**src/rtl/jtl_pkg.sv**
```systemverilog
// ----------------------------------------------------------------------------
// jtl_pkg
// Shared types, constants and character-class helpers for the JSON lexer.
// ----------------------------------------------------------------------------
package jtl_pkg;

  localparam int unsigned MAX_DOC_BYTES_DEF = 65536;

  // Most tokens a single byte can complete (number, punctuation, end)
  localparam int unsigned MAX_RES = 3;
  // Result queue depth; input is taken while at most this many slots minus MAX_RES are full
  localparam int unsigned QDEPTH  = 4;

  typedef enum logic [3:0] {
    KIND_LBRACE   = 4'd0,
    KIND_RBRACE   = 4'd1,
    KIND_LBRACKET = 4'd2,
    KIND_RBRACKET = 4'd3,
    KIND_COLON    = 4'd4,
    KIND_COMMA    = 4'd5,
    KIND_TRUE     = 4'd6,
    KIND_FALSE    = 4'd7,
    KIND_NULL     = 4'd8,
    KIND_NUMBER   = 4'd9,
    KIND_STRING   = 4'd10,
    KIND_END      = 4'd11,
    KIND_ERROR    = 4'd12
  } kind_t;

  typedef enum logic [9:0] {
    M_IDLE = 10'b00_0000_0001,
    M_INT  = 10'b00_0000_0010,
    M_DOT  = 10'b00_0000_0100,
    M_FRAC = 10'b00_0000_1000,
    M_EXP  = 10'b00_0001_0000,
    M_EXPD = 10'b00_0010_0000,
    M_KW   = 10'b00_0100_0000,
    M_STR  = 10'b00_1000_0000,
    M_ESC  = 10'b01_0000_0000,
    M_HEX  = 10'b10_0000_0000
  } lex_mode_t;

  localparam logic [1:0] KW_TRUE  = 2'd0;
  localparam logic [1:0] KW_FALSE = 2'd1;
  localparam logic [1:0] KW_NULL  = 2'd2;

  typedef struct packed {
    lex_mode_t  mode;
    logic [1:0] kw_id;
    logic [2:0] kw_matched;
    logic [2:0] hex_left;
    logic       discarding;
  } lex_state_t;

  localparam lex_state_t LEX_STATE_RST = '{
    mode:       M_IDLE,
    kw_id:      2'd0,
    kw_matched: 3'd0,
    hex_left:   3'd0,
    discarding: 1'b0
  };

  typedef struct packed {
    kind_t       kind;
    logic [15:0] start;
    logic [15:0] length;
    logic        last;
  } token_t;

  function automatic logic is_digit(input logic [7:0] c);
    return (c >= "0") && (c <= "9");
  endfunction

  function automatic logic is_hex(input logic [7:0] c);
    return is_digit(c) || ((c >= "a") && (c <= "f")) || ((c >= "A") && (c <= "F"));
  endfunction

  function automatic logic is_space(input logic [7:0] c);
    return (c == " ") || ((c >= 8'd9) && (c <= 8'd13));
  endfunction

  function automatic logic is_simple_escape(input logic [7:0] c);
    return (c == "\"") || (c == "\\") || (c == "/") || (c == "b") ||
           (c == "f") || (c == "n") || (c == "r") || (c == "t");
  endfunction

  function automatic logic [2:0] kw_len(input logic [1:0] id);
    logic [2:0] len;
    len = (id == KW_FALSE) ? 3'd5 : 3'd4;
    return len;
  endfunction

  // Letter m (0-based) of keyword id
  function automatic logic [7:0] kw_char(input logic [1:0] id, input logic [2:0] m);
    logic [7:0] ch;
    ch = 8'd0;
    unique case (id)
      KW_TRUE: begin
        case (m)
          3'd0: ch = "t";
          3'd1: ch = "r";
          3'd2: ch = "u";
          3'd3: ch = "e";
          default: ch = 8'd0;
        endcase
      end
      KW_FALSE: begin
        case (m)
          3'd0: ch = "f";
          3'd1: ch = "a";
          3'd2: ch = "l";
          3'd3: ch = "s";
          3'd4: ch = "e";
          default: ch = 8'd0;
        endcase
      end
      KW_NULL: begin
        case (m)
          3'd0: ch = "n";
          3'd1: ch = "u";
          3'd2: ch = "l";
          3'd3: ch = "l";
          default: ch = 8'd0;
        endcase
      end
      default: ch = 8'd0;
    endcase
    return ch;
  endfunction

endpackage

```
**src/rtl/json_token_lexer_core.sv**
```systemverilog
// ----------------------------------------------------------------------------
// json_token_lexer_core
// Streaming JSON lexer: one document byte in, punctuation/keyword/number/
// string/end/error tokens out.
// ----------------------------------------------------------------------------
// Input channel (in_*): one byte per item, in_tlast on the final byte of a
// document. Result channel (out_*): one token per item; out_tlast marks the
// last token caused by one input byte.
// Each accepted byte runs through the lexer step in the same cycle and its
// tokens (zero to three) are registered into a four-entry result queue; the
// first of them is offered on out_* once the tokens queued ahead have gone.
// Throughput is one byte per cycle while bytes yield at most one token and
// the receiver keeps up. in_tready is high while at most one token waits,
// so a byte that yields two or three tokens, or a stalled receiver, holds
// the input until the queue drains back to one entry.
// After an error token the remaining bytes of that document are taken and
// dropped without output; the byte marked last re-arms the lexer.
// Reset (rst_n low, synchronous) empties the queue and puts the lexer at
// offset zero between tokens.
// ----------------------------------------------------------------------------
module json_token_lexer_core #(
  parameter int unsigned MAX_DOC_BYTES = jtl_pkg::MAX_DOC_BYTES_DEF
) (
  input  logic        clk,
  input  logic        rst_n,
  input  logic        in_tvalid,
  output logic        in_tready,
  input  logic [7:0]  in_tdata,   // [7:0] byte_in
  input  logic        in_tlast,   // doc_last
  output logic        out_tvalid,
  input  logic        out_tready,
  output logic [39:0] out_tdata,  // [3:0] token_kind, [19:4] token_start,
                                  // [35:20] token_length, [39:36] zero
  output logic        out_tlast   // run_last
);

  localparam int unsigned POS_W = $clog2(MAX_DOC_BYTES) + 1;
  localparam int unsigned CNT_W = $clog2(jtl_pkg::QDEPTH + 1);

  jtl_pkg::lex_state_t st_r, st_nxt;
  logic [POS_W-1:0]    pos_r, pos_nxt;
  logic [POS_W-1:0]    lstart_r, lstart_nxt;

  jtl_pkg::token_t [jtl_pkg::MAX_RES-1:0] res;
  logic [1:0]                             res_cnt;

  jtl_pkg::token_t [jtl_pkg::QDEPTH-1:0] q_r, q_nxt;
  logic [CNT_W-1:0]                      q_cnt_r, q_cnt_nxt;

  logic             acc;
  logic             pop;
  logic [CNT_W-1:0] base;
  logic [CNT_W-1:0] nres;
  logic [CNT_W-1:0] off;

  jtl_step #(
    .MAX_DOC_BYTES(MAX_DOC_BYTES)
  ) u_step (
    .st_i     (st_r),
    .pos_i    (pos_r),
    .lstart_i (lstart_r),
    .c_i      (in_tdata),
    .last_i   (in_tlast),
    .st_o     (st_nxt),
    .pos_o    (pos_nxt),
    .lstart_o (lstart_nxt),
    .res_o    (res),
    .res_cnt_o(res_cnt)
  );

  assign in_tready  = (q_cnt_r <= CNT_W'(jtl_pkg::QDEPTH - jtl_pkg::MAX_RES));
  assign acc        = in_tvalid && in_tready;
  assign out_tvalid = (q_cnt_r != '0);
  assign pop        = out_tvalid && out_tready;
  assign out_tdata  = {4'd0, q_r[0].length, q_r[0].start, 4'(q_r[0].kind)};
  assign out_tlast  = q_r[0].last;

  // Shift queue: head at entry 0, new tokens appended behind what survives the pop
  always_comb begin
    base  = q_cnt_r - CNT_W'(pop);
    nres  = acc ? CNT_W'(res_cnt) : '0;
    q_nxt = q_r;
    off   = '0;
    for (int j = 0; j < jtl_pkg::QDEPTH; j++) begin
      off = CNT_W'(j) - base;
      if (CNT_W'(j) < base) begin
        if (pop) begin
          q_nxt[j] = q_r[(j + 1 < jtl_pkg::QDEPTH) ? j + 1 : j];
        end
      end else if (off < nres) begin
        q_nxt[j] = res[off[1:0]];
      end
    end
    q_cnt_nxt = base + nres;
  end

  always_ff @(posedge clk) begin
    if (!rst_n) begin
      st_r     <= jtl_pkg::LEX_STATE_RST;
      pos_r    <= '0;
      lstart_r <= '0;
      q_cnt_r  <= '0;
    end else begin
      q_cnt_r <= q_cnt_nxt;
      if (acc) begin
        st_r     <= st_nxt;
        pos_r    <= pos_nxt;
        lstart_r <= lstart_nxt;
      end
    end
  end

  always_ff @(posedge clk) begin
    q_r <= q_nxt;
  end

  // Queue never overfills
  a_q_bound: assert property (@(posedge clk) disable iff (!rst_n)
    q_cnt_r <= CNT_W'(jtl_pkg::QDEPTH))
    else $error("result queue overflow");

  // A lone queued token always closes its byte's run
  a_lone_last: assert property (@(posedge clk) disable iff (!rst_n)
    (out_tvalid && (q_cnt_r == CNT_W'(1))) |-> out_tlast)
    else $error("single queued token without run_last");

  // Final byte re-arms the lexer
  a_doc_rearm: assert property (@(posedge clk) disable iff (!rst_n)
    (acc && in_tlast) |=> ((pos_r == '0) && (st_r.mode == jtl_pkg::M_IDLE) &&
                           !st_r.discarding))
    else $error("lexer not re-armed after last byte");

  // Dropped bytes add no tokens
  a_discard_quiet: assert property (@(posedge clk) disable iff (!rst_n)
    (acc && st_r.discarding) |=> (q_cnt_r <= $past(q_cnt_r)))
    else $error("token emitted while discarding");

endmodule

```
**src/rtl/jtl_step.sv**
```systemverilog
// ----------------------------------------------------------------------------
// jtl_step
// Per-byte lexer step: next state and the up to three tokens one byte yields.
// ----------------------------------------------------------------------------
module jtl_step #(
  parameter int unsigned MAX_DOC_BYTES = jtl_pkg::MAX_DOC_BYTES_DEF
) (
  input  jtl_pkg::lex_state_t                         st_i,
  input  logic [$clog2(MAX_DOC_BYTES):0]              pos_i,
  input  logic [$clog2(MAX_DOC_BYTES):0]              lstart_i,
  input  logic [7:0]                                  c_i,
  input  logic                                        last_i,
  output jtl_pkg::lex_state_t                         st_o,
  output logic [$clog2(MAX_DOC_BYTES):0]              pos_o,
  output logic [$clog2(MAX_DOC_BYTES):0]              lstart_o,
  output jtl_pkg::token_t [jtl_pkg::MAX_RES-1:0]      res_o,
  output logic [1:0]                                  res_cnt_o
);

  localparam int unsigned POS_W = $clog2(MAX_DOC_BYTES) + 1;

  // Candidate slots in emit order: mode handling, redo as idle, finish, end
  localparam int unsigned NCAND = 4;

  jtl_pkg::token_t [NCAND-1:0] cand;
  logic [NCAND-1:0]            cand_v;
  logic                        failed;
  logic                        redo;
  logic [15:0]                 pos16;
  logic [1:0]                  kid;
  logic [2:0]                  klen;
  logic [2:0]                  km;
  logic [1:0]                  k;

  always_comb begin
    st_o     = st_i;
    pos_o    = pos_i;
    lstart_o = lstart_i;
    cand     = '0;
    cand_v   = '0;
    failed   = 1'b0;
    redo     = 1'b0;
    pos16    = 16'(pos_i);
    kid      = (st_i.kw_id < 2'd3) ? st_i.kw_id : jtl_pkg::KW_TRUE;
    klen     = jtl_pkg::kw_len(kid);
    km       = (st_i.kw_matched < klen) ? st_i.kw_matched : 3'd0;

    if (st_i.discarding) begin
      if (last_i) begin
        st_o     = jtl_pkg::LEX_STATE_RST;
        pos_o    = '0;
        lstart_o = '0;
      end
    end else begin
      if (pos_i >= POS_W'(MAX_DOC_BYTES)) begin
        cand_v[0]  = 1'b1;
        cand[0]    = '{kind: jtl_pkg::KIND_ERROR, start: pos16, length: 16'd0, last: 1'b0};
        st_o.mode  = jtl_pkg::M_IDLE;
        failed     = 1'b1;
      end else begin
        unique case (st_i.mode)
          jtl_pkg::M_INT: begin
            if (!jtl_pkg::is_digit(c_i)) begin
              if (c_i == ".") begin
                st_o.mode = jtl_pkg::M_DOT;
              end else if ((c_i == "e") || (c_i == "E")) begin
                st_o.mode = jtl_pkg::M_EXP;
              end else begin
                cand_v[0] = 1'b1;
                cand[0]   = '{kind: jtl_pkg::KIND_NUMBER, start: 16'(lstart_i),
                              length: pos16 - 16'(lstart_i), last: 1'b0};
                st_o.mode = jtl_pkg::M_IDLE;
                redo      = 1'b1;
              end
            end
          end
          jtl_pkg::M_DOT: begin
            if (jtl_pkg::is_digit(c_i)) begin
              st_o.mode = jtl_pkg::M_FRAC;
            end else begin
              cand_v[0] = 1'b1;
              cand[0]   = '{kind: jtl_pkg::KIND_ERROR, start: pos16, length: 16'd0, last: 1'b0};
              st_o.mode = jtl_pkg::M_IDLE;
              failed    = 1'b1;
            end
          end
          jtl_pkg::M_FRAC: begin
            if (!jtl_pkg::is_digit(c_i)) begin
              if ((c_i == "e") || (c_i == "E")) begin
                st_o.mode = jtl_pkg::M_EXP;
              end else begin
                cand_v[0] = 1'b1;
                cand[0]   = '{kind: jtl_pkg::KIND_NUMBER, start: 16'(lstart_i),
                              length: pos16 - 16'(lstart_i), last: 1'b0};
                st_o.mode = jtl_pkg::M_IDLE;
                redo      = 1'b1;
              end
            end
          end
          jtl_pkg::M_EXP: begin
            if ((c_i == "+") || (c_i == "-") || jtl_pkg::is_digit(c_i)) begin
              st_o.mode = jtl_pkg::M_EXPD;
            end else begin
              cand_v[0] = 1'b1;
              cand[0]   = '{kind: jtl_pkg::KIND_ERROR, start: pos16, length: 16'd0, last: 1'b0};
              st_o.mode = jtl_pkg::M_IDLE;
              failed    = 1'b1;
            end
          end
          jtl_pkg::M_EXPD: begin
            if (!jtl_pkg::is_digit(c_i)) begin
              cand_v[0] = 1'b1;
              cand[0]   = '{kind: jtl_pkg::KIND_NUMBER, start: 16'(lstart_i),
                            length: pos16 - 16'(lstart_i), last: 1'b0};
              st_o.mode = jtl_pkg::M_IDLE;
              redo      = 1'b1;
            end
          end
          jtl_pkg::M_KW: begin
            if ((km != 3'd0) && (c_i == jtl_pkg::kw_char(kid, km))) begin
              st_o.kw_matched = km + 3'd1;
              if ((km + 3'd1) == klen) begin
                cand_v[0] = 1'b1;
                cand[0]   = '{kind: jtl_pkg::kind_t'(4'(jtl_pkg::KIND_TRUE) + 4'(kid)),
                              start: pos16 + 16'd1 - 16'(klen),
                              length: 16'(klen), last: 1'b0};
                st_o.mode       = jtl_pkg::M_IDLE;
                st_o.kw_matched = 3'd0;
              end
            end else begin
              cand_v[0] = 1'b1;
              cand[0]   = '{kind: jtl_pkg::KIND_ERROR, start: pos16, length: 16'd0, last: 1'b0};
              st_o.mode = jtl_pkg::M_IDLE;
              failed    = 1'b1;
            end
          end
          jtl_pkg::M_STR: begin
            if (c_i == "\"") begin
              cand_v[0] = 1'b1;
              cand[0]   = '{kind: jtl_pkg::KIND_STRING, start: 16'(lstart_i),
                            length: pos16 - 16'(lstart_i), last: 1'b0};
              st_o.mode = jtl_pkg::M_IDLE;
            end else if (c_i == "\\") begin
              st_o.mode = jtl_pkg::M_ESC;
            end
          end
          jtl_pkg::M_ESC: begin
            if (jtl_pkg::is_simple_escape(c_i)) begin
              st_o.mode = jtl_pkg::M_STR;
            end else if (c_i == "u") begin
              st_o.mode     = jtl_pkg::M_HEX;
              st_o.hex_left = 3'd4;
            end else begin
              cand_v[0] = 1'b1;
              cand[0]   = '{kind: jtl_pkg::KIND_ERROR, start: pos16, length: 16'd0, last: 1'b0};
              st_o.mode = jtl_pkg::M_IDLE;
              failed    = 1'b1;
            end
          end
          jtl_pkg::M_HEX: begin
            if (jtl_pkg::is_hex(c_i) && (st_i.hex_left != 3'd0)) begin
              st_o.hex_left = st_i.hex_left - 3'd1;
              if (st_i.hex_left == 3'd1) begin
                st_o.mode = jtl_pkg::M_STR;
              end
            end else begin
              cand_v[0] = 1'b1;
              cand[0]   = '{kind: jtl_pkg::KIND_ERROR, start: pos16, length: 16'd0, last: 1'b0};
              st_o.mode = jtl_pkg::M_IDLE;
              failed    = 1'b1;
            end
          end
          default: begin
            st_o.mode = jtl_pkg::M_IDLE;
            redo      = 1'b1;
          end
        endcase

        // Byte lexed as the first byte of a new token
        if (redo) begin
          unique case (c_i)
            "{", "}", "[", "]", ":", ",": begin
              cand_v[1] = 1'b1;
              cand[1].start  = pos16;
              cand[1].length = 16'd1;
              case (c_i)
                "{":     cand[1].kind = jtl_pkg::KIND_LBRACE;
                "}":     cand[1].kind = jtl_pkg::KIND_RBRACE;
                "[":     cand[1].kind = jtl_pkg::KIND_LBRACKET;
                "]":     cand[1].kind = jtl_pkg::KIND_RBRACKET;
                ":":     cand[1].kind = jtl_pkg::KIND_COLON;
                default: cand[1].kind = jtl_pkg::KIND_COMMA;
              endcase
            end
            "t", "f", "n": begin
              st_o.mode       = jtl_pkg::M_KW;
              st_o.kw_matched = 3'd1;
              case (c_i)
                "t":     st_o.kw_id = jtl_pkg::KW_TRUE;
                "f":     st_o.kw_id = jtl_pkg::KW_FALSE;
                default: st_o.kw_id = jtl_pkg::KW_NULL;
              endcase
            end
            "\"": begin
              st_o.mode = jtl_pkg::M_STR;
              lstart_o  = pos_i + POS_W'(1);
            end
            default: begin
              if (jtl_pkg::is_space(c_i)) begin
                st_o.mode = jtl_pkg::M_IDLE;
              end else if ((c_i == "-") || jtl_pkg::is_digit(c_i)) begin
                st_o.mode = jtl_pkg::M_INT;
                lstart_o  = pos_i;
              end else begin
                cand_v[1] = 1'b1;
                cand[1]   = '{kind: jtl_pkg::KIND_ERROR, start: pos16, length: 16'd0,
                              last: 1'b0};
                st_o.mode = jtl_pkg::M_IDLE;
                failed    = 1'b1;
              end
            end
          endcase
        end
      end

      // End of document: close an open number, flag anything else unfinished
      if (last_i && !failed) begin
        if ((st_o.mode == jtl_pkg::M_INT) || (st_o.mode == jtl_pkg::M_FRAC) ||
            (st_o.mode == jtl_pkg::M_EXPD)) begin
          cand_v[2] = 1'b1;
          cand[2]   = '{kind: jtl_pkg::KIND_NUMBER, start: 16'(lstart_o),
                        length: pos16 + 16'd1 - 16'(lstart_o), last: 1'b0};
        end else if (st_o.mode != jtl_pkg::M_IDLE) begin
          cand_v[2] = 1'b1;
          cand[2]   = '{kind: jtl_pkg::KIND_ERROR, start: pos16, length: 16'd0, last: 1'b0};
          failed    = 1'b1;
        end
        if (!failed) begin
          cand_v[3] = 1'b1;
          cand[3]   = '{kind: jtl_pkg::KIND_END, start: pos16, length: 16'd0, last: 1'b0};
        end
      end

      if (failed) begin
        st_o.discarding = 1'b1;
      end
      if (last_i) begin
        st_o     = jtl_pkg::LEX_STATE_RST;
        pos_o    = '0;
        lstart_o = '0;
      end else begin
        pos_o = pos_i + POS_W'(1);
      end
    end
  end

  // Pack the candidates into consecutive result slots
  always_comb begin
    res_o = '0;
    k     = 2'd0;
    for (int i = 0; i < NCAND; i++) begin
      if (cand_v[i] && (k < 2'(jtl_pkg::MAX_RES))) begin
        res_o[k] = cand[i];
        k        = k + 2'd1;
      end
    end
    if (k != 2'd0) begin
      res_o[k - 2'd1].last = 1'b1;
    end
    res_cnt_o = k;
  end

endmodule
```
**config.mk**
```make
export PLATFORM = sky130hd
export DESIGN_NAME = json_token_lexer_core
export DESIGN_NICKNAME = d
export VERILOG_FILES = /design/src/rtl/jtl_pkg.sv /design/src/rtl/json_token_lexer_core.sv /design/src/rtl/jtl_step.sv
export SDC_FILE = /design/constraint.sdc
export NUM_CORES = 1
export LEC_CHECK = 0
export CAP_MARGIN = 5
export CORE_MARGIN = 2
export CORE_UTILIZATION = 30
export CTS_CLUSTER_SIZE = 20
export DETAILED_ROUTE_END_ITERATION = 10
export DONT_BUFFER_PORTS = 1
export PLACE_DENSITY = 0.55
export SYNTH_ARGS = -nofsm -noshare
export SYNTH_HDL_FRONTEND = slang
export SYNTH_HIERARCHICAL = 1
export SYNTH_SLANG_ARGS = --single-unit
```
**constraint.sdc**
```tcl
create_clock -name clk -period 11.8 [get_ports clk]
set_input_delay 2.36 -clock clk [delete_from_list [all_inputs] [get_ports clk]]
set_output_delay 2.36 -clock clk [all_outputs]
set_load 0.005 [all_outputs]
```
### Yosys cells after proc, flatten, opt, wreduce, memory -nomap -nowiden

Index checks and enable logic that the tools add are counted.

* register bits after elaboration: 203
* word-level logic and storage cells: 354

* add/subtract/negate cells: 18
* order comparisons: 35
* equality and inequality tests: 51
* muxes and demuxes: 164
* bitwise logic cells: 1
* reductions and logical operators: 61

Operator list (number)
* 2-to-1 mux 37 bit: 38
* bitwise mux 111 bit: 4
* 2-to-1 mux 111 bit: 4
* one-hot mux 37 bit (9 select lines): 1
* binary-select mux 37 bit (select 2 bit): 4
* demux 37 bit (select 2 bit): 4
* 2-to-1 mux 148 bit: 1
* 2-to-1 mux 10 bit: 14
* 2-to-1 mux 16 bit: 7
* == test 8 x 7 -> 1 bit (second input constant): 13
* one-hot mux 10 bit (9 select lines): 1
* 2-to-1 mux 74 bit: 1
* one-hot mux 36 bit (2 select lines): 1
* == test 8 x 6 -> 1 bit (second input constant): 8
* 2-to-1 mux 19 bit: 3
* 2-to-1 mux 17 bit: 3
* 2-to-1 mux 1 bit: 40
* one-hot mux 7 bit (5 select lines): 1
* 2-to-1 mux 8 bit: 4
* one-hot mux 16 bit (2 select lines): 1
* subtractor 16 bit: 2
* one-hot mux 10 bit (3 select lines): 1
* one-hot mux 7 bit (4 select lines): 1
* one-hot mux 8 bit (3 select lines): 1
* 83 further kinds: 172

### Logic depth before layout (Yosys ltp)

Gate-level depths: netlist of run 1.

* depth after elaboration: 51
* depth in mapped cells: 35

### Cells and area by module

Netlist of run 1, hierarchy kept.

Modules (own cells, without submodules)
* json_token_lexer_core: instances 1, cells each 961, area an instance 10583.9 um^2, seq. area each 5565.3 um^2
* jtl_step: instances 1, cells each 1215, area an instance 7627.3 um^2, seq. area each 0.0 um^2

### Least setup slack after synthesis of run 1

OpenSTA, ideal clock, no wires.

* path kind: input -> register
* from: input port in_tdata[4]
* to: register q_r[100] in the netlist's numbering, enable pin
* setup time: 0.441 ns
* arrival: 9.536 ns
* path slack: 1.823 ns
* stages: 29
* path buffers: 4
* path through: buf_2 or4b_1 clkbuf_2 o31ai_2 o41ai_1 a22oi_1 o21ai_0 clkbuf_1 or2_2 nor3_1 nor2_1 ha_1 nand2_1 nand3_1 nor4_1 nand2_1 buf_4 o21ai_0 inv_1 ha_1 inv_1 nand2_1 a211oi_1 o21bai_1 nand2_1 ha_1 inv_1 a31oi_1 o2bb2ai_1

* cells in the longest elaborated chain, start to end: 29
* elaborated cells on any way between the ends: 137
* classes of those cells: add/sub: 3; order compare: 12; eq/ne: 26; mux: 63; reduce/logical: 33

Ends and longest elaborated chain
* start, declared: line json_token_lexer_core.sv:28 `input logic [7:0] in_tdata,`
* branches (longest 19 deep; another with >= comparator 8 x 6 -> 1 bit)
* 2-to-1 mux 4 bit (*): line jtl_step.sv:48 `if (st_i.discarding) begin`
* logical AND 1 bit / 2-to-1 mux 1 bit (equally long branches): line jtl_step.sv:262, jtl_step.sv:238
* 2-to-1 mux 2 bit (on tied branches): line jtl_step.sv:262, jtl_step.sv:227
* < comparator 2 bit / 2-to-1 mux 4 bit (equally long branches): line jtl_step.sv:262, jtl_step.sv:48
* logical AND 1 bit: line jtl_step.sv:262 `if (cand_v[i] && (k < 2'(jtl_pkg::MAX_RES))) begin`
* 2-to-1 mux 2 bit (*): line jtl_step.sv:262
* net res_cnt[1]: line json_token_lexer_core.sv:45 `logic [1:0] res_cnt;`
* 2-to-1 mux 2 bit (*): line json_token_lexer_core.sv:81 `nres = acc ? CNT_W'(res_cnt) : '0;`
* < comparator 3 x 2 -> 1 bit (*): line json_token_lexer_core.sv:90 `end else if (off < nres) begin`
* nonzero test 2 bit (no source line) (*)
* AND reduction 2 bit (no source line) (*)
* end signal, assigned: line json_token_lexer_core.sv:114 `q_r <= q_nxt;`
* end, declared: line json_token_lexer_core.sv:47 `jtl_pkg::token_t [jtl_pkg::QDEPTH-1:0] q_r, q_nxt;`

Mark *: on every way through the listed nets, which the timed path passes. The select of a mux whose other input is x is not followed.
A chain may end at the register's enable or synchronous reset.

==> results.yml, run 1 <==
clocking:
  clk_path_buf_depth: 3
  cts_resized: 0
  cts-hold-fix-buffers: 0
  path_clk_slew_ns: 0.06
  root_buffer: "clkbuf_16"
  htree_levels: 1
  clk_latency_ns: 0.57
  cts.sinks: 203
  cts_buffers: 25
  cts_tree: "yes"
  post_cts.repair.setup_buffers: 0
final_layout:
  final_common_cell: "a21oi_1"
  fin_cells: 2801
  num_antenna_cells: 0
  layout.nets: 2078
  drive_gt1_share_pct: 7.628
  final_cell_mix: "a21oi_1, nand2_1, nor2_1"
  synthToLayoutAreaGrowth_pct: 5.279
placed_design:
  io_buffers: 0
  preCtsSetupSlack_ns: 1.951
  placed_cells: 2756
  place_congestion: 0.9133
  hpwl_um: 43050
setup_path:
  start_kind: "input port"
  cpPeakStageDelay_ns: 0.67
  cp_slowest_cell: "or2_1"
  endpoint_kind: "register"
  path_buf_inv: 3
  cp.required_ns: 12.11
  crit_type: "input port to register"
  worst_ep_arrival_time_ns: 9.78
  cp_top_family: "simple AND/OR/NAND/NOR gates"
  path_max_fanout: 22
  worst_path_most_repeated_cell: "nand2_1"
detailed_routing:
  ant_nets: 0
  num_vias: 16580
  post_drt_via_cell_ratio: 5.918
  firstDrtPassIters: 6
  drt-total-wl_um: 62170
  drcViolationCount: 0
  avgRoutedWirePerCell_um: 22.19
  drtIter0Drc: 2018
pwr:
  p_switching_mw: 1.662
  report.power.total_mw: 3.902
  seqPwrFrac_pct: 35.2
  max-vdd-ir-drop_mv: 0.2501
  powerDensity_nw_per_um2: 204.1
  switching_share_pct: 42.60
  comb_power_share_pct: 44.7
  clockPowerShare_pct: 20.1
  p_leak_nw: 6.642
  p_int_mw: 2.240
sta:
  setup_tns_ns: 0
  rsz0062_at_grt: "no"
  finClkSkew_ns: 0.01284
  maxSlewHeadroom_pct: 26.18
  setup-violations-final: 0
  final_max_slew_viol_count: 0
  period_share_pct: 80.22
  fin_ws_ns: 2.334
  worst_slew_pin_slew_ns: 1.107
  fmax_mhz: 105.6
  hold_viol: 0
  period_needed_ns: 9.466
die:
  core-area_um2: 60130
  ios: 56
  die-width_um: 250.0
  die_area_um2: 62510
  row_count: 90
  initial_core_util_pct: 30.19
  dieHeight_um: 250.0
yosys:
  synth_area_um2: 18160
  avgSynthCellArea_um2: 8.375
  syn_inst: 2168
  yosysWarnings: 6
run_status:
  status: "complete, no violations"
global_route:
  grt_pass1_wl_um: 95440
  grt_usage_pct: 19.14
  grt_pass1_vias: 15370
  antenna_found_initial: 0
  grt_start_max_net_pins: 83
  overflow: 0
hold_path:
  hold_class: "register to register"
flow_run:
  cap_violations: 0
==> power groups by stage <==
stage | sequential, mW | combinational, mW | clock (mW)
6_report | 1.37 | 1.75 | 0.783
2_1_floorplan | 1.35 | 1.35 | 0
3_5_place_dp | 1.40 | 1.74 | 0
5_1_grt | 1.41 | 1.89 | 0.827
3_3_place_gp | 1.38 | 1.72 | 0
4_1_cts | 1.38 | 1.74 | 0.802
==> sequential cells by signal, indices dropped and copies added, names as in the netlist <==
register   cells
lstart_r      16
out_tdata     36
out_tlast      1
pos_r         17
q_cnt_r        3
q_r          111
st_r          19
==> per-stage QoR <==
step / utilization, % / instance area [µm²] / hold WS [ns]
floorplan: - / 18170 / 0.4339
global placement: 30.44 / 18300 / 0.4603
detailed placement: 30.44 / 18300 / 0.4720
CTS: 31.79 / 19110 / 0.4811
global route: 31.79 / 19110 / 0.5128
finish: 31.79 / 19110 / 0.4749
==> worst paths after layout <==
kind,startpoint,end,slack [ns],depth (start not counted)
setup / recovery,in_tdata[3],q_r[91],2.33,26
hold / removal,st_r[2],st_r[2],0.47,2
setup reg to reg,st_r[8],q_r[91],2.57,33
hold reg to reg,st_r[2],st_r[2],0.47,2
==> worst register-to-register path: cells and delay by family, from the launching register on <==
kind	cells	cell delay, ns
compound gates	7	1.87
fa+ha+maj	4	1.51
flops	1	0.34
simple gates	13	3.47
buf+inv	7	1.16
mux	2	0.62
==> routing by layer <==
metal  part of all wire [%]  up-vias  global-route usage [%]
li1                       -     7687                       -
met1                     46     8047                   28.51
met2                     43      769                   29.06
met3                    8.8       74                   2.806
met4                    2.2        0                   4.089
met5                      0        -                       0
==> cell type report <==
class                           count  area, µm²
Timing Repair Buffer               35      262.8
Clock inverter                     16      170.2
Tap cell                          782      978.4
Fill cell                        6329      41020
Clock buffer                       29      640.6
Inverter                           70      262.8
Sequential cell                   203       5547
Multi-Input combinational cell   1666      11250
No activity file was read; power rests on OpenSTA's default activity.
==> run 2, diff against run 1 <==
- clock period: 11.8 -> 8.95 ns (I/O delays scaled with it)
==> results.yml, run 2 (synthesized netlist as in run 1, its figures left out) <==
run_status:
  status: "complete, no violations"
clocking:
  path_clk_slew_ns: 0.06
  cts-hold-fix-buffers: 0
  root_buffer: "clkbuf_16"
  post_cts.repair.setup_buffers: 0
  cts.sinks: 203
  htree_levels: 1
  cts_tree: "yes"
  clk_latency_ns: 0.58
  clk_path_buf_depth: 3
  cts_buffers: 25
placed_design:
  placed_cells: 2765
  hpwl_um: 43930
  postPlaceCellArea_um2: 18380
  io_buffers: 0
  place_congestion: 0.9576
sta:
  period_needed_ns: 8.199
  period_share_pct: 91.60
  rsz0062_at_grt: "no"
  setup_tns_ns: 0
  maxSlewHeadroom_pct: 29.93
  worst_slew_pin_slew_ns: 1.038
  final_max_slew_viol_count: 0
  hold_viol: 0
  setup-violations-final: 0
  fmax_mhz: 122.0
  finClkSkew_ns: 0.02299
detailed_routing:
  ant_nets: 0
  drcViolationCount: 0
  num_vias: 16720
  drtIter0Drc: 1813
  firstDrtPassIters: 7
  post_drt_via_cell_ratio: 5.949
  drt-total-wl_um: 63120
  avgRoutedWirePerCell_um: 22.46
final_layout:
  layout.nets: 2087
  num-fill-cells: 6340
  final_common_cell: "a21oi_1"
  seqCellArea_um2: 5547
  multiInputGateArea_um2: 11250
  synthToLayoutAreaGrowth_pct: 5.548
  fin_util_pct: 31.87
  largest_reg_flops: 111
  top_register: "q_r"
  num_antenna_cells: 0
  drive_gt1_share_pct: 8.136
  final_cell_mix: "a21oi_1, nand2_1, nor2_1"
  design_area_um2: 19160
  fin_cells: 2810
die:
  row_count: 90
  ios: 56
  initial_core_util_pct: 30.19
  dieHeight_um: 250.0
  die-width_um: 250.0
  die_area_um2: 62510
  core-area_um2: 60130
pwr:
  max-vdd-ir-drop_mv: 0.2429
  report.power.total_mw: 5.189
  powerDensity_nw_per_um2: 270.8
  p_leak_nw: 6.694
setup_path:
  crit_type: "register to register"
  cpPeakStageDelay_ns: 0.59
  cp.required_ns: 9.21
  path_max_fanout: 20
  cp_slowest_cell: "and2_2"
  worst_ep_arrival_time_ns: 8.46
  start_kind: "register"
  endpoint_kind: "register"
global_route:
  grt_pass1_wl_um: 96420
  overflow: 0
  antenna_found_initial: 0
  grt_pass1_vias: 15590
  grt_usage_pct: 19.40
  grt_start_max_net_pins: 72
flow_run:
  cap_violations: 0
hold_path:
  hold_class: "register to register"
-- run 2: cell count changes in the layout (fill, tap and decap cells not counted), sizes merged --
| cell | previous run | this run |
|---|---|---|
| inv | 71 | 72 |
| clkinvlp | 3 | 0 |
| buf | 35 | 44 |
| bufinv | 3 | 2 |
| clkbuf | 29 | 32 |
-- run 2: critical path, delay by kind of cell, from the launching register on --
family                   cells  cell delay (ns)
AND/OR/NAND/NOR             13             2.67
AO/OA/AOI/OAI                7             1.83
buffers and inverters        9             1.54
adder cells (fa/ha/maj)      5             1.47
flip-flops                   1             0.34
-- run 2: cell type report --
type / count / area share, %
clock buffers: 32 / 3.402
clock inverters: 13 / 0.6660
inverters: 70 / 1.371
multi-input cells: 1666 / 58.72
flip-flops and latches: 203 / 28.94
well taps: 782 / 5.106
repair buffers: 44 / 1.789
-- run 2: power breakdown --
part,switching (mW),total [mW],internal [mW]
clock network,0.442,1.02,0.574
registers,0.140,1.82,1.68
logic,1.67,2.36,0.689
-- run 2: timing repair --
action                                  in CTS  in global routing
endpoints found under the hold margin        0                  0
gates resized for setup                      0                  1
endpoints found under the setup margin       0                  4
-- run 2: metrics by stage --
stage                     setup slack, ns  hold slack [ns]
after floorplan                    0.3354           0.4339
after global placement             0.5366           0.4629
after detailed placement           0.4031           0.4750
after CTS                          0.7942           0.4829
after global routing              0.01343           0.5129
final                              0.7515           0.4787
-- run 2: layer usage --
metal	routed length, µm	track usage (%)	part of all wire, %
met5	0	0	0
met1	28880	28.04	46
met4	1144	3.661	1.8
met3	5363	3.567	8.5
met2	27740	30.16	44
-- run 2: final timing paths --
check	cells after the start	slack (ns)	end	from
worst min-delay path	2	0.48	st_r[2]	st_r[2]
worst min register to register	2	0.48	st_r[2]	st_r[2]
worst max-delay path	34	0.75	q_r[119]	st_r[8]
worst max register to register	34	0.75	q_r[119]	st_r[8]
==> run 3, diff against run 2 <==
- CORE_MARGIN: 2 -> 1.5
==> results.yml, run 3 (synthesized netlist as in run 1, its figures left out) <==
setup_path:
  ff2ff_path_depth: 32
  path_buf_inv: 9
  critPathCapture: "q_r[125]"
  reg2reg_slack_ns: 0.84
  worstSetupStartpoint: "st_r[8]"
  path_max_fanout: 22
  path_depth: 32
  endpoint_kind: "register"
  worst_path_most_repeated_cell: "inv_1"
  crit_type: "register to register"
  start_kind: "register"
  worst_ep_arrival_time_ns: 8.36
  cp_top_family: "simple AND/OR/NAND/NOR gates"
  cp_slowest_cell: "and2_2"
  reg2reg_from: "st_r[8]"
  cpPeakStageDelay_ns: 0.50
  cp.required_ns: 9.20
  timing.rr.end: "q_r[125]"
final_layout:
  final_common_cell: "a21oi_1"
  layout.nets: 2092
  largest_reg_flops: 111
  final_cell_mix: "a21oi_1, nand2_1, nor2_1"
  drive_gt1_share_pct: 8.354
  num_antenna_cells: 0
  fin_util_pct: 32.40
  synthToLayoutAreaGrowth_pct: 6.126
  num-fill-cells: 6233
  top_register: "q_r"
clocking:
  path_clk_slew_ns: 0.07
  clk_path_buf_depth: 3
  cts_buffers: 26
  cts_tree: "yes"
  clk_latency_ns: 0.57
  cts.sinks: 203
  htree_levels: 1
  cts-hold-fix-buffers: 0
  root_buffer: "clkbuf_16"
  post_cts.repair.setup_buffers: 0
global_route:
  antenna_found_initial: 0
  grt_pass1_vias: 15470
  overflow: 0
  grt_pass1_wl_um: 96180
  grt_start_max_net_pins: 58
  grt_usage_pct: 19.33
detailed_routing:
  firstDrtPassIters: 7
  drt-total-wl_um: 62370
  drtIter0Drc: 1849
  num_vias: 16580
  avgRoutedWirePerCell_um: 22.21
  post_drt_via_cell_ratio: 5.906
  ant_nets: 0
  drcViolationCount: 0
sta:
  fmax_mhz: 123.2
  rsz0062_at_grt: "no"
  holdWs_ns: 0.4714
  setup-violations-final: 0
  period_share_pct: 90.66
  final_max_slew_viol_count: 0
  setup_tns_ns: 0
  maxSlewHeadroom_pct: 31.08
  worst_slew_pin_slew_ns: 1.021
  fin_ws_ns: 0.8357
  finClkSkew_ns: 0.02446
  period_needed_ns: 8.114
  hold_viol: 0
die:
  row_count: 89
  die-width_um: 249.0
  die_area_um2: 62010
  dieHeight_um: 249.0
  core-area_um2: 59460
  initial_core_util_pct: 30.53
  ios: 56
pwr:
  clockPowerShare_pct: 20.8
  report.power.total_mw: 5.223
  p_int_mw: 3.022
  powerDensity_nw_per_um2: 271.1
  max-vdd-ir-drop_mv: 0.2554
  switching_share_pct: 42.14
  seqPwrFrac_pct: 34.5
  p_switching_mw: 2.201
  comb_power_share_pct: 44.7
  p_leak_nw: 6.735
placed_design:
  place_congestion: 0.9635
  io_buffers: 0
  hpwl_um: 43670
  preCtsSetupSlack_ns: 0.5167
run_status:
  status: "complete, no violations"
hold_path:
  hold_class: "register to register"
flow_run:
  cap_violations: 0
## run 3: cell count changes in the layout (fill, tap and decap cells not counted), moves of 2 or more
cell	delta
bufinv_16	+2
clkinvlp_4	+2
buf_4	+4
clkinv_2	-2
## run 3: metrics by stage
stage                     cell area [µm²]  std cells
after floorplan                     18170       2171
after global placement              18400       2760
after detailed placement            18400       2760
after CTS                           19270       2808
after global routing                19270       2808
final                               19270       2808
## run 3: worst min-delay path by stage
stage / start / endpoint / slack, ns / cells past startpoint
floorplan: pos_r[15] / pos_r[15] / 0.43 / 2
finish: st_r[2] / st_r[2] / 0.47 / 2
global route: st_r[2] / st_r[2] / 0.51 / 2
CTS: st_r[2] / st_r[2] / 0.48 / 2
global placement: st_r[2] / st_r[2] / 0.46 / 2
detailed placement: st_r[2] / st_r[2] / 0.47 / 2
## run 3: area by class of cell
class	instances	area, µm²	area share, %
Clock buffer	33	676.9	3.513
Tap cell	773	967.2	5.019
Inverter	70	262.8	1.364
Multi-Input combinational cell	1666	11260	58.42
Clock inverter	15	186.4	0.9675
Timing Repair Buffer	48	372.9	1.935
Sequential cell	203	5547	28.79
## run 3: worst register-to-register path: cells and delay by family, from the launching register on
family | cells | cell delay [ns]
AND/OR/NAND/NOR | 11 | 2.42
AO/OA/AOI/OAI | 7 | 1.82
flip-flops | 1 | 0.34
buffers and inverters | 9 | 1.53
adder cells (fa/ha/maj) | 5 | 1.69
## run 3: timing repair
| action | in CTS | in global routing |
|---|---|---|
| hold endpoints to repair | 0 | 0 |
| setup endpoints to repair | 0 | 2 |
| resized for setup | 0 | 1 |
## run 3: metal layers
metal	wire [µm]	share of wire (%)	track usage, %
met1	28820	46	28.05
met2	27960	45	30.75
met4	1142	1.8	4.024
met3	4439	7.1	2.163
met5	0	0	0
## run 3: power by group through the flow
stage	clock [mW]	combinational (mW)	sequential, mW
5_1_grt	1.14	2.51	1.84
6_report	1.08	2.34	1.80
3_5_place_dp	0	2.34	1.83
4_1_cts	1.11	2.34	1.81
2_1_floorplan	0	1.79	1.77
3_3_place_gp	0	2.32	1.81
